===== src/rtl/vtm_pkg.sv =====
// Shared types and codes for the virtual timer multiplexer.
package vtm_pkg;

   localparam logic [1:0] MODE_TICK   = 2'd0;
   localparam logic [1:0] MODE_START  = 2'd1;
   localparam logic [1:0] MODE_CANCEL = 2'd2;

   localparam logic [1:0] KIND_START_ACK  = 2'd0;
   localparam logic [1:0] KIND_CANCEL_ACK = 2'd1;
   localparam logic [1:0] KIND_FIRED      = 2'd2;

   localparam logic [1:0] STATUS_OK         = 2'd0;
   localparam logic [1:0] STATUS_FULL       = 2'd1;
   localparam logic [1:0] STATUS_NOT_ACTIVE = 2'd2;

   typedef struct packed {
      logic       tok;
      logic       pending;
   } tok_type;

   typedef struct packed {
      logic [1:0] mode;
      logic       repeat_req;
      logic [2:0] cancel_slot;
   } op_type;

   typedef struct packed {
      logic       valid;
      logic [1:0] kind;
      logic [2:0] slot_id;
      logic [1:0] status;
      logic       last;
   } rsp_type;

endpackage


===== src/rtl/virtual_timer_multiplexer.sv =====
// Top level of the virtual timer multiplexer: operation latch, clock of ticks and slot chain.
//
//   channel   ports                                   handshake
//   request   req_mode req_duration req_repeat_req    start & !busy
//             req_cancel_slot
//   result    rsp_kind rsp_slot_id rsp_status          rsp_valid, one cycle, no stall
//             rsp_last
//
// An item keeps busy high while a token walks the row of slot cells, one cell per
// cycle; the next item is taken at the edge after busy falls, so a new item is not
// taken before the token has left the last cell.
// Each slot's result appears in the cycle after the token visits it; a full table or
// an inactive cancel is reported in the cycle after the token visits the last cell.
// Synchronous reset clears the time, busy, the token and every slot's active bit.
module virtual_timer_multiplexer #(
   parameter int NUM_TIMERS = 8,
   parameter int TIME_BITS  = 32
) (
   input  logic        clock,
   input  logic        reset,
   input  logic        start,
   output logic        busy,
   input  logic [1:0]  req_mode,
   input  logic [31:0] req_duration,
   input  logic        req_repeat_req,
   input  logic [2:0]  req_cancel_slot,
   output logic        rsp_valid,
   output logic [1:0]  rsp_kind,
   output logic [2:0]  rsp_slot_id,
   output logic [1:0]  rsp_status,
   output logic        rsp_last
);
   import vtm_pkg::*;

   localparam int WIDE = (TIME_BITS > 32) ? TIME_BITS : 32;
   localparam logic [TIME_BITS-1:0] HALF_M1 = {1'b0, {(TIME_BITS-1){1'b1}}};

   logic                 busy_ff, busy_in;
   logic [TIME_BITS-1:0] time_ff, time_in;
   op_type               op_ff;
   logic [TIME_BITS-1:0] dur_ff;
   rsp_type              rsp_ff, rsp_in;
   logic                 accept;
   logic [31:0]          dur_nz;
   logic [WIDE-1:0]      dur_wide, dur_sat;
   tok_type              tok_chain [NUM_TIMERS+1];
   logic                 later [NUM_TIMERS+1];
   rsp_type              cell_rsp [NUM_TIMERS];
   logic [$bits(rsp_type)-1:0] rsp_or;

   assign accept   = start & ~busy_ff;
   assign dur_nz   = (req_duration == 32'd0) ? 32'd1 : req_duration;
   assign dur_wide = WIDE'(dur_nz);
   assign dur_sat  = (dur_wide > WIDE'(HALF_M1)) ? WIDE'(HALF_M1) : dur_wide;

   assign tok_chain[0].tok     = accept;
   assign tok_chain[0].pending = accept & ((req_mode == MODE_START) |
                                           (req_mode == MODE_CANCEL));
   assign later[NUM_TIMERS]    = 1'b0;

   for (genvar i = 0; i < NUM_TIMERS; i++) begin : g_cell
      vtm_cell #(.TIME_BITS(TIME_BITS), .INDEX(i)) u_cell (
         .clock     (clock),
         .reset     (reset),
         .tok_in    (tok_chain[i]),
         .tok_out   (tok_chain[i+1]),
         .op        (op_ff),
         .dur       (dur_ff),
         .now       (time_ff),
         .later_in  (later[i+1]),
         .later_out (later[i]),
         .rsp       (cell_rsp[i])
      );
   end

   always_comb begin
      rsp_or = '0;
      for (int i = 0; i < NUM_TIMERS; i++) begin
         rsp_or = rsp_or | cell_rsp[i];
      end
   end

   always_comb begin
      rsp_in  = rsp_type'(rsp_or);
      busy_in = busy_ff;
      time_in = time_ff;
      if (accept) begin
         busy_in = 1'b1;
         if (req_mode == MODE_TICK) begin
            time_in = time_ff + 1'b1;
         end
      end
      if (tok_chain[NUM_TIMERS].tok) begin
         busy_in = 1'b0;
         if (tok_chain[NUM_TIMERS].pending) begin
            if (op_ff.mode == MODE_START) begin
               rsp_in = '{valid: 1'b1, kind: KIND_START_ACK, slot_id: 3'd0,
                          status: STATUS_FULL, last: 1'b1};
            end else begin
               rsp_in = '{valid: 1'b1, kind: KIND_CANCEL_ACK, slot_id: op_ff.cancel_slot,
                          status: STATUS_NOT_ACTIVE, last: 1'b1};
            end
         end
      end
   end

   always_ff @(posedge clock) begin
      if (reset) begin
         busy_ff <= 1'b0;
         time_ff <= '0;
         rsp_ff  <= '0;
      end else begin
         busy_ff <= busy_in;
         time_ff <= time_in;
         rsp_ff  <= rsp_in;
      end
   end

   always_ff @(posedge clock) begin
      if (accept) begin
         op_ff  <= '{mode: req_mode, repeat_req: req_repeat_req,
                     cancel_slot: req_cancel_slot};
         dur_ff <= TIME_BITS'(dur_sat);
      end
   end

   assign busy        = busy_ff;
   assign rsp_valid   = rsp_ff.valid;
   assign rsp_kind    = rsp_ff.kind;
   assign rsp_slot_id = rsp_ff.slot_id;
   assign rsp_status  = rsp_ff.status;
   assign rsp_last    = rsp_ff.last;

endmodule


===== src/rtl/vtm_cell.sv =====
// One timer slot of the chain, serving the item while the token sits in it.
module vtm_cell #(
   parameter int TIME_BITS = 32,
   parameter int INDEX     = 0
) (
   input  logic                  clock,
   input  logic                  reset,
   input  vtm_pkg::tok_type      tok_in,
   output vtm_pkg::tok_type      tok_out,
   input  vtm_pkg::op_type       op,
   input  logic [TIME_BITS-1:0]  dur,
   input  logic [TIME_BITS-1:0]  now,
   input  logic                  later_in,
   output logic                  later_out,
   output vtm_pkg::rsp_type      rsp
);
   import vtm_pkg::*;

   tok_type              tok_ff;
   logic                 valid_ff, valid_in;
   logic                 periodic_ff;
   logic [TIME_BITS-1:0] expiry_ff, expiry_in;
   logic [TIME_BITS-1:0] period_ff;
   logic [TIME_BITS-1:0] diff;
   logic                 active, expired, start_hit, cancel_hit, fire_hit;

   assign active     = tok_ff.tok;
   assign diff       = now - expiry_ff;
   assign expired    = valid_ff & ~diff[TIME_BITS-1];
   assign start_hit  = active & tok_ff.pending & (op.mode == MODE_START) & ~valid_ff;
   assign cancel_hit = active & (op.mode == MODE_CANCEL) & valid_ff &
                       ({29'd0, op.cancel_slot} == 32'(INDEX));
   assign fire_hit   = active & (op.mode == MODE_TICK) & expired;
   assign later_out  = later_in | expired;

   always_comb begin
      valid_in  = valid_ff;
      expiry_in = expiry_ff;
      if (start_hit) begin
         valid_in  = 1'b1;
         expiry_in = now + dur;
      end else if (cancel_hit) begin
         valid_in = 1'b0;
      end else if (fire_hit) begin
         if (periodic_ff) begin
            expiry_in = expiry_ff + period_ff;
         end else begin
            valid_in = 1'b0;
         end
      end
   end

   always_comb begin
      tok_out.tok     = active;
      tok_out.pending = tok_ff.pending & ~start_hit & ~cancel_hit;
      rsp = '0;
      if (start_hit) begin
         rsp = '{valid: 1'b1, kind: KIND_START_ACK, slot_id: 3'(INDEX),
                 status: STATUS_OK, last: 1'b1};
      end else if (cancel_hit) begin
         rsp = '{valid: 1'b1, kind: KIND_CANCEL_ACK, slot_id: 3'(INDEX),
                 status: STATUS_OK, last: 1'b1};
      end else if (fire_hit) begin
         rsp = '{valid: 1'b1, kind: KIND_FIRED, slot_id: 3'(INDEX),
                 status: STATUS_OK, last: ~later_in};
      end
   end

   always_ff @(posedge clock) begin
      if (reset) begin
         tok_ff   <= '0;
         valid_ff <= 1'b0;
      end else begin
         tok_ff   <= tok_in;
         valid_ff <= valid_in;
      end
   end

   always_ff @(posedge clock) begin
      expiry_ff <= expiry_in;
      if (start_hit) begin
         period_ff   <= dur;
         periodic_ff <= op.repeat_req;
      end
   end

endmodule


===== config.mk =====
export PLATFORM = sky130hd
export DESIGN_NAME = virtual_timer_multiplexer
export DESIGN_NICKNAME = d
export VERILOG_FILES = /design/src/rtl/vtm_pkg.sv /design/src/rtl/virtual_timer_multiplexer.sv /design/src/rtl/vtm_cell.sv
export SDC_FILE = /design/constraint.sdc
export NUM_CORES = 2
export LEC_CHECK = 0
export BUFFER_PORTS_ARGS = -buffer_cell sky130_fd_sc_hd__buf_2
export CAP_MARGIN = 20
export CORE_MARGIN = 1.5
export CORE_UTILIZATION = 65
export DETAILED_ROUTE_END_ITERATION = 7
export MAX_ROUTING_LAYER = met4
export PLACE_DENSITY = 0.79
export SKIP_LAST_GASP = 1
export SLEW_MARGIN = 20
export SYNTH_ARGS = -nofsm -noshare
export SYNTH_HDL_FRONTEND = slang
export SYNTH_SLANG_ARGS = --single-unit

===== constraint.sdc =====
create_clock -name clock -period 6.9 [get_ports clock]
set_input_delay 1.38 -clock clock [delete_from_list [all_inputs] [get_ports clock]]
set_output_delay 1.38 -clock clock [all_outputs]
set_load 0.005 [all_outputs]

# Word level (Yosys, flattened, before mapping)
# Cells that the tools add are included.
[word_totals]
input_bits = 41
elab_cells = 387
ff_bits = 624
output_inout_bits = 10
[classes]
addsub = 18
n_reduce_logical = 46
n_mux = 92
n_eq_ne = 27
magnitude_cmp = 1
bitwise_logic = 144
[ops]
columns = ["operator", "n"]
rows = [
  ["$mux 32", 33],
  ["$add 32x32->32", 9],
  ["$sub 32x32->32", 8],
  ["$mux 9", 26],
  ["$and 1x1->1", 90],
  ["$or 9x9->9", 7],
  ["$not 1->1", 40],
  ["$add 32x1->32 const B", 1],
  ["$gt 32x31->1 const B", 1],
  ["$logic_not 32->1", 1],
  ["$mux 1", 32],
  ["$reduce_bool 2->1", 16],
  ["$ne 3x3->1 const B", 8],
  ["$reduce_and 3->1", 8],
  ["$reduce_bool 3->1", 8],
  ["$reduce_and 2->1", 9],
  ["$ne 2x1->1 const B", 8],
  ["$eq 3x3->1 const B", 4],
  ["$mux 7", 1],
  ["$or 1x1->1", 7],
  ["$eq 3x2->1 const B", 2],
  ["$eq 2x1->1 const B", 2],
  ["$eq 2x2->1 const B", 2],
  ["$logic_not 2->1", 2],
  ["3 further kinds", 3],
]

# Longest topological paths before layout
[logic_depth]
ltp_word = 22
mapped_depth = 13
mapped_depth_nobuf = 13

# By module
# From an unflattened synthesis, not the netlist that was laid out.
[unflattened]
hier_cells = 6153
area_unflattened_um2 = 56261.5
[by_module_without_submodules]
columns = ["module", "seq_area_each_um2", "instances", "area_each_um2", "cells_each"]
rows = [
  ["vtm_cell at g_cell[5].u_cell ...", 2011.9, 2, 6511.2, 725],
  ["vtm_cell at g_cell[4].u_cell", 2011.9, 1, 6771.5, 745],
  ["vtm_cell at g_cell[2].u_cell", 2011.9, 1, 6769.0, 744],
  ["vtm_cell at g_cell[3].u_cell", 2011.9, 1, 6765.2, 745],
  ["vtm_cell at g_cell[1].u_cell", 2011.9, 1, 6656.4, 729],
  ["vtm_cell at g_cell[7].u_cell", 2011.9, 1, 6510.0, 725],
  ["vtm_cell at g_cell[0].u_cell", 2011.9, 1, 6323.6, 694],
  ["virtual_timer_multiplexer", 1981.9, 1, 3443.3, 321],
]

# Worst setup path before layout
# OpenSTA, ideal clock, no wires.
[synth_timing]
path_kind = "reg-to-reg"
from = "register time_ff[9]"
to = "register g_cell[4].u_cell.expiry_ff[0], enable pin"
t_arrival_ns = 4.474
stages_incl_launch_ff = 10
setup_time_ns = 0.466
t_required_ns = 6.434
path_slack_ns = 1.960
n_path_buf = 0
period_less_slack_ns = 4.940
cell_sequence = "dfxtp_1 -> ha_1 -> a21o_1 -> a2111oi_0 -> o31a_1 -> o21ai_1 -> a311oi_2 -> xnor2_1 -> nand4_1 -> o21ai_0"
[synth_between]
elab_chain_len = 6
[synth_rtl]
columns = ["element", "line", "rtl"]
rows = [
  ["start, declared", "virtual_timer_multiplexer.sv:39", "logic [TIME_BITS-1:0] time_ff, time_in;"],
  ["start signal, assigned", "virtual_timer_multiplexer.sv:114", "time_ff <= time_in;"],
  ["$sub 32x32->32", "vtm_cell.sv:28", "assign diff = now - expiry_ff;"],
  ["$not 1->1", "vtm_cell.sv:29", "assign expired = valid_ff & ~diff[TIME_BITS-1];"],
  ["$and 1x1->1", "vtm_cell.sv:29", ""],
  ["$and 1x1->1", "vtm_cell.sv:33", "assign fire_hit = active & (op.mode == MODE_TICK) & expired;"],
  ["$reduce_bool 2->1 (no line)", "n/a", ""],
  ["$reduce_and 3->1 (no line)", "n/a", ""],
  ["end signal, assigned", "vtm_cell.sv:80", "expiry_ff <= expiry_in;"],
  ["end, declared", "vtm_cell.sv:22", "logic [TIME_BITS-1:0] expiry_ff, expiry_in;"],
]
# Every way passes these cells.
# A chain may end at the register's enable or synchronous reset.

# Final worst setup path
[layout_timing]
from = "register time_ff[10]"
to = "register g_cell[4].u_cell.expiry_ff[7], enable pin"
# The elaborated chain is that of the path after synthesis.

==> out/metrics.csv <==
metric;value;unit
skew final;24.4;ps
nature of the critical path endpoint;flip-flop;
number of synthesized register bits;624;
I/O Buffers;50;
Critical Path RT;7130;ps
CP max stage cell;o21ai_4;
clk buf depth;3;
final net count;4900;
Post-Place Cell Area;43700;um^2
Sum Neg Setup Slack;0;ps
synthesized area per cell;9.97;um^2
fraction of registers with async set/reset;0;%
Vias;33784;
period utilisation layout;61.3;%
Max-Cap Viols;0;
RSZ-0062 raised after global routing;no;
sequential standard cell area;18100;um^2
number of setup buffers added after CTS;0;
final setup vio count;0;
GP Congestion;1.02;
yosys warns;0;
syn nets;4807;
Synth Flop Type;edfxtp_1;
CP max stage delay;950;ps
I/O pins;51;
status;finished, final reports clean;
Worst setup SP type;flip-flop;
die area;66500;um^2
Initial Util;65.6;%
reg2reg setup slack;2670;ps
Critical Path AT;4470;ps
final slew viol count;0;
CP startpoint;time_ff[10]$_SDFFE_PP0P_;
layout cell share with drive strength beyond 1;7.01;%
Period minus WS final;4230;ps
vias in the first global route;32274;
crit path kind;reg2reg;
CTS tree;yes;
most frequent cells in the layout;edfxtp_1 (558), ha_1 (521), a21oi_1 (467), inv_1 (331), nor2_1 (303);
clock sink count;624;
ranking of synthesized cells by area;edfxtp_1 (40%), ha_1 (15%), a21oi_1 (5.5%);
first-pass GRT wire length;179000;um
Die Span Y;258;um
Chip Width;258;um
# rows;93;
critical path fanouts, max;32;
Least-Margin Pin Slew;1170;ps
CTS buffer count;70;
critical path, cell by cell;ha_1 -> and4_1 -> a2111oi_0 -> o31a_1 -> o21ai_1 -> a311oi_2 -> xnor2_1 -> nand4_1 -> o21ai_4;
DRT Pass-1 Iters;7;
WL final;118000;um
Total GRT Usage;36.2;%
number of flops mapped to enable cells by yosys;558;
commonest non-fill, non-tap cell in the layout;edfxtp_1;
pin count of the biggest net entering global routing;68;
post-route design area;46000;um^2
Root Driver;clkbuf_16;
drc violations;0;
Post-CTS Hold Buffers;0;
clk slew on worst S/H paths;60;ps
post-cts sizing count;0;
peak supply drop;0.000224;V
Final Hold Viols;0;
filler cell count;4663;
Leakage;20.1;nW
area grow syn2layout;8.84;%
multi-input gate area in the final layout;22700;um^2
wire per inst;22.6;um
register area share after synthesis;42.8;%
FF-to-FF Start;time_ff[10]$_SDFFE_PP0P_;
area leader, netlist;edfxtp_1;
Worst-Skew Late Latency;630;ps
Detailed Route Iter0 Violations;3883;
Core Region;64300;um^2
Cell Area, Synth;42200;um^2
Rel. slew slack;21.9;%
Max H-tree Level;3;
hold_ws;478;ps
synth unique cells;92;
Hold Path Class;reg2reg;
Cells after Synth;4236;
number of vias per cell;6.45;
share of Yosys cell area claimed by the top area cell type;39.7;%
top achievable clock speed;236;MHz
DP Wirelength;88100;um
antenna violations before repair;4;
Hold Crit Start;g_cell[4].u_cell.tok_ff[0]$_SDFF_PP0_;
gr ovfl total;0;
PwrDens;173;nW/um^2
post-route antenna net violation count;0;
==> through the flow <==
step,util (%),cells,total power (W),setup WS [ps]
finish,71.4,5236,0.00795,2670
global route,71.4,5236,0.00810,2470
CTS,71.3,5234,0.00797,2810
detailed placement,67.9,5111,0.00438,2840
global placement,67.9,5111,0.00438,2900
floorplan,-,4236,0.00427,1960
==> kinds of logic after synthesis <==
logic type,after synthesis,share of synthesized area [%]
AOI/OAI and AO/OA,1203,17.6
and+or+nand+nor,1131,13.0
DFF,624,42.8
adders and majority gates,530,15.9
buffers and inverters,425,3.80
xor gates and xnor gates,281,5.92
muxes,41,0.978
other,1,0.00888
==> cells in the mapped netlist (11+ instances only) <==
library cell / instances
xnor2_1: 143
a21oi_1: 467
nor3_1: 56
or3_1: 30
o21bai_1: 40
a31oi_1: 38
and3_1: 45
o22ai_1: 11
nor2_1: 303
or2_2: 45
nor4_1: 20
o21a_1: 39
clkbuf_1: 70
ha_1: 521
o21ai_0: 194
nand4_1: 74
a211oi_1: 34
xor2_1: 133
inv_1: 336
o31ai_1: 22
dfxtp_1: 66
a21o_1: 169
nor3b_1: 16
o211ai_1: 23
nand2b_1: 57
o21ai_1: 46
mux2i_1: 39
nand2_1: 291
edfxtp_1: 558
nand3_1: 97
a211o_1: 11
nor2b_1: 45
and2_1: 19
==> worst max-delay path, delay by kind of cell, from the launching register on <==
family,cells,cell delay [ps]
AOI/OAI and AO/OA,5,2090
and+or+nand+nor,2,510
DFF,1,640
adders and majority gates,1,350
xor gates and xnor gates,1,220
==> report_power, final <==
group	internal [W]	leakage, nW	switching, W
logic	0.0000533	13.5	0.000132
registers	0.00410	5.53	0.0000307
clock network	0.00207	1.07	0.00157
==> final timing paths <==
path | cells past startpoint | end
max | 9 | g_cell[4].u_cell.expiry_ff[7]$_DFFE_PP_
min | 1 | g_cell[5].u_cell.tok_ff[0]$_SDFF_PP0_
max reg2reg | 9 | g_cell[4].u_cell.expiry_ff[7]$_DFFE_PP_
min reg2reg | 1 | g_cell[5].u_cell.tok_ff[0]$_SDFF_PP0_
==> layer usage <==
metal,global-route usage [%],up-vias,routed length (um)
met1,48.5,15921,47400
li1,-,15849,-
met5,-,-,0
met4,15.0,0,5020
met3,4.84,296,12600
met2,55.9,1718,53200
==> sequential cells by signal, summed over array words and instances, names as in the netlist <==
register / count
rsp_valid: 1
rsp_last: 1
dur_ff: 32
g_cell.u_cell.valid_ff: 8
g_cell.u_cell.tok_ff: 8
op_ff: 6
g_cell.u_cell.active: 8
rsp_kind: 2
g_cell.u_cell.periodic_ff: 8
rsp_slot_id: 3
busy: 1
rsp_status: 2
g_cell.u_cell.expiry_ff: 256
time_ff: 32
g_cell.u_cell.period_ff: 256
==> layout make-up <==
type / instances / share of cell area (%)
well taps: 855 / 2.33
diodes: 1 / 0.00544
multi-input cells: 3187 / 49.3
clock inverters: 37 / 0.667
inverters: 339 / 2.77
repair buffers: 107 / 1.52
clock buffers: 86 / 4.03
flip-flops and latches: 624 / 39.3
Power figures use the tool's default switching activity.
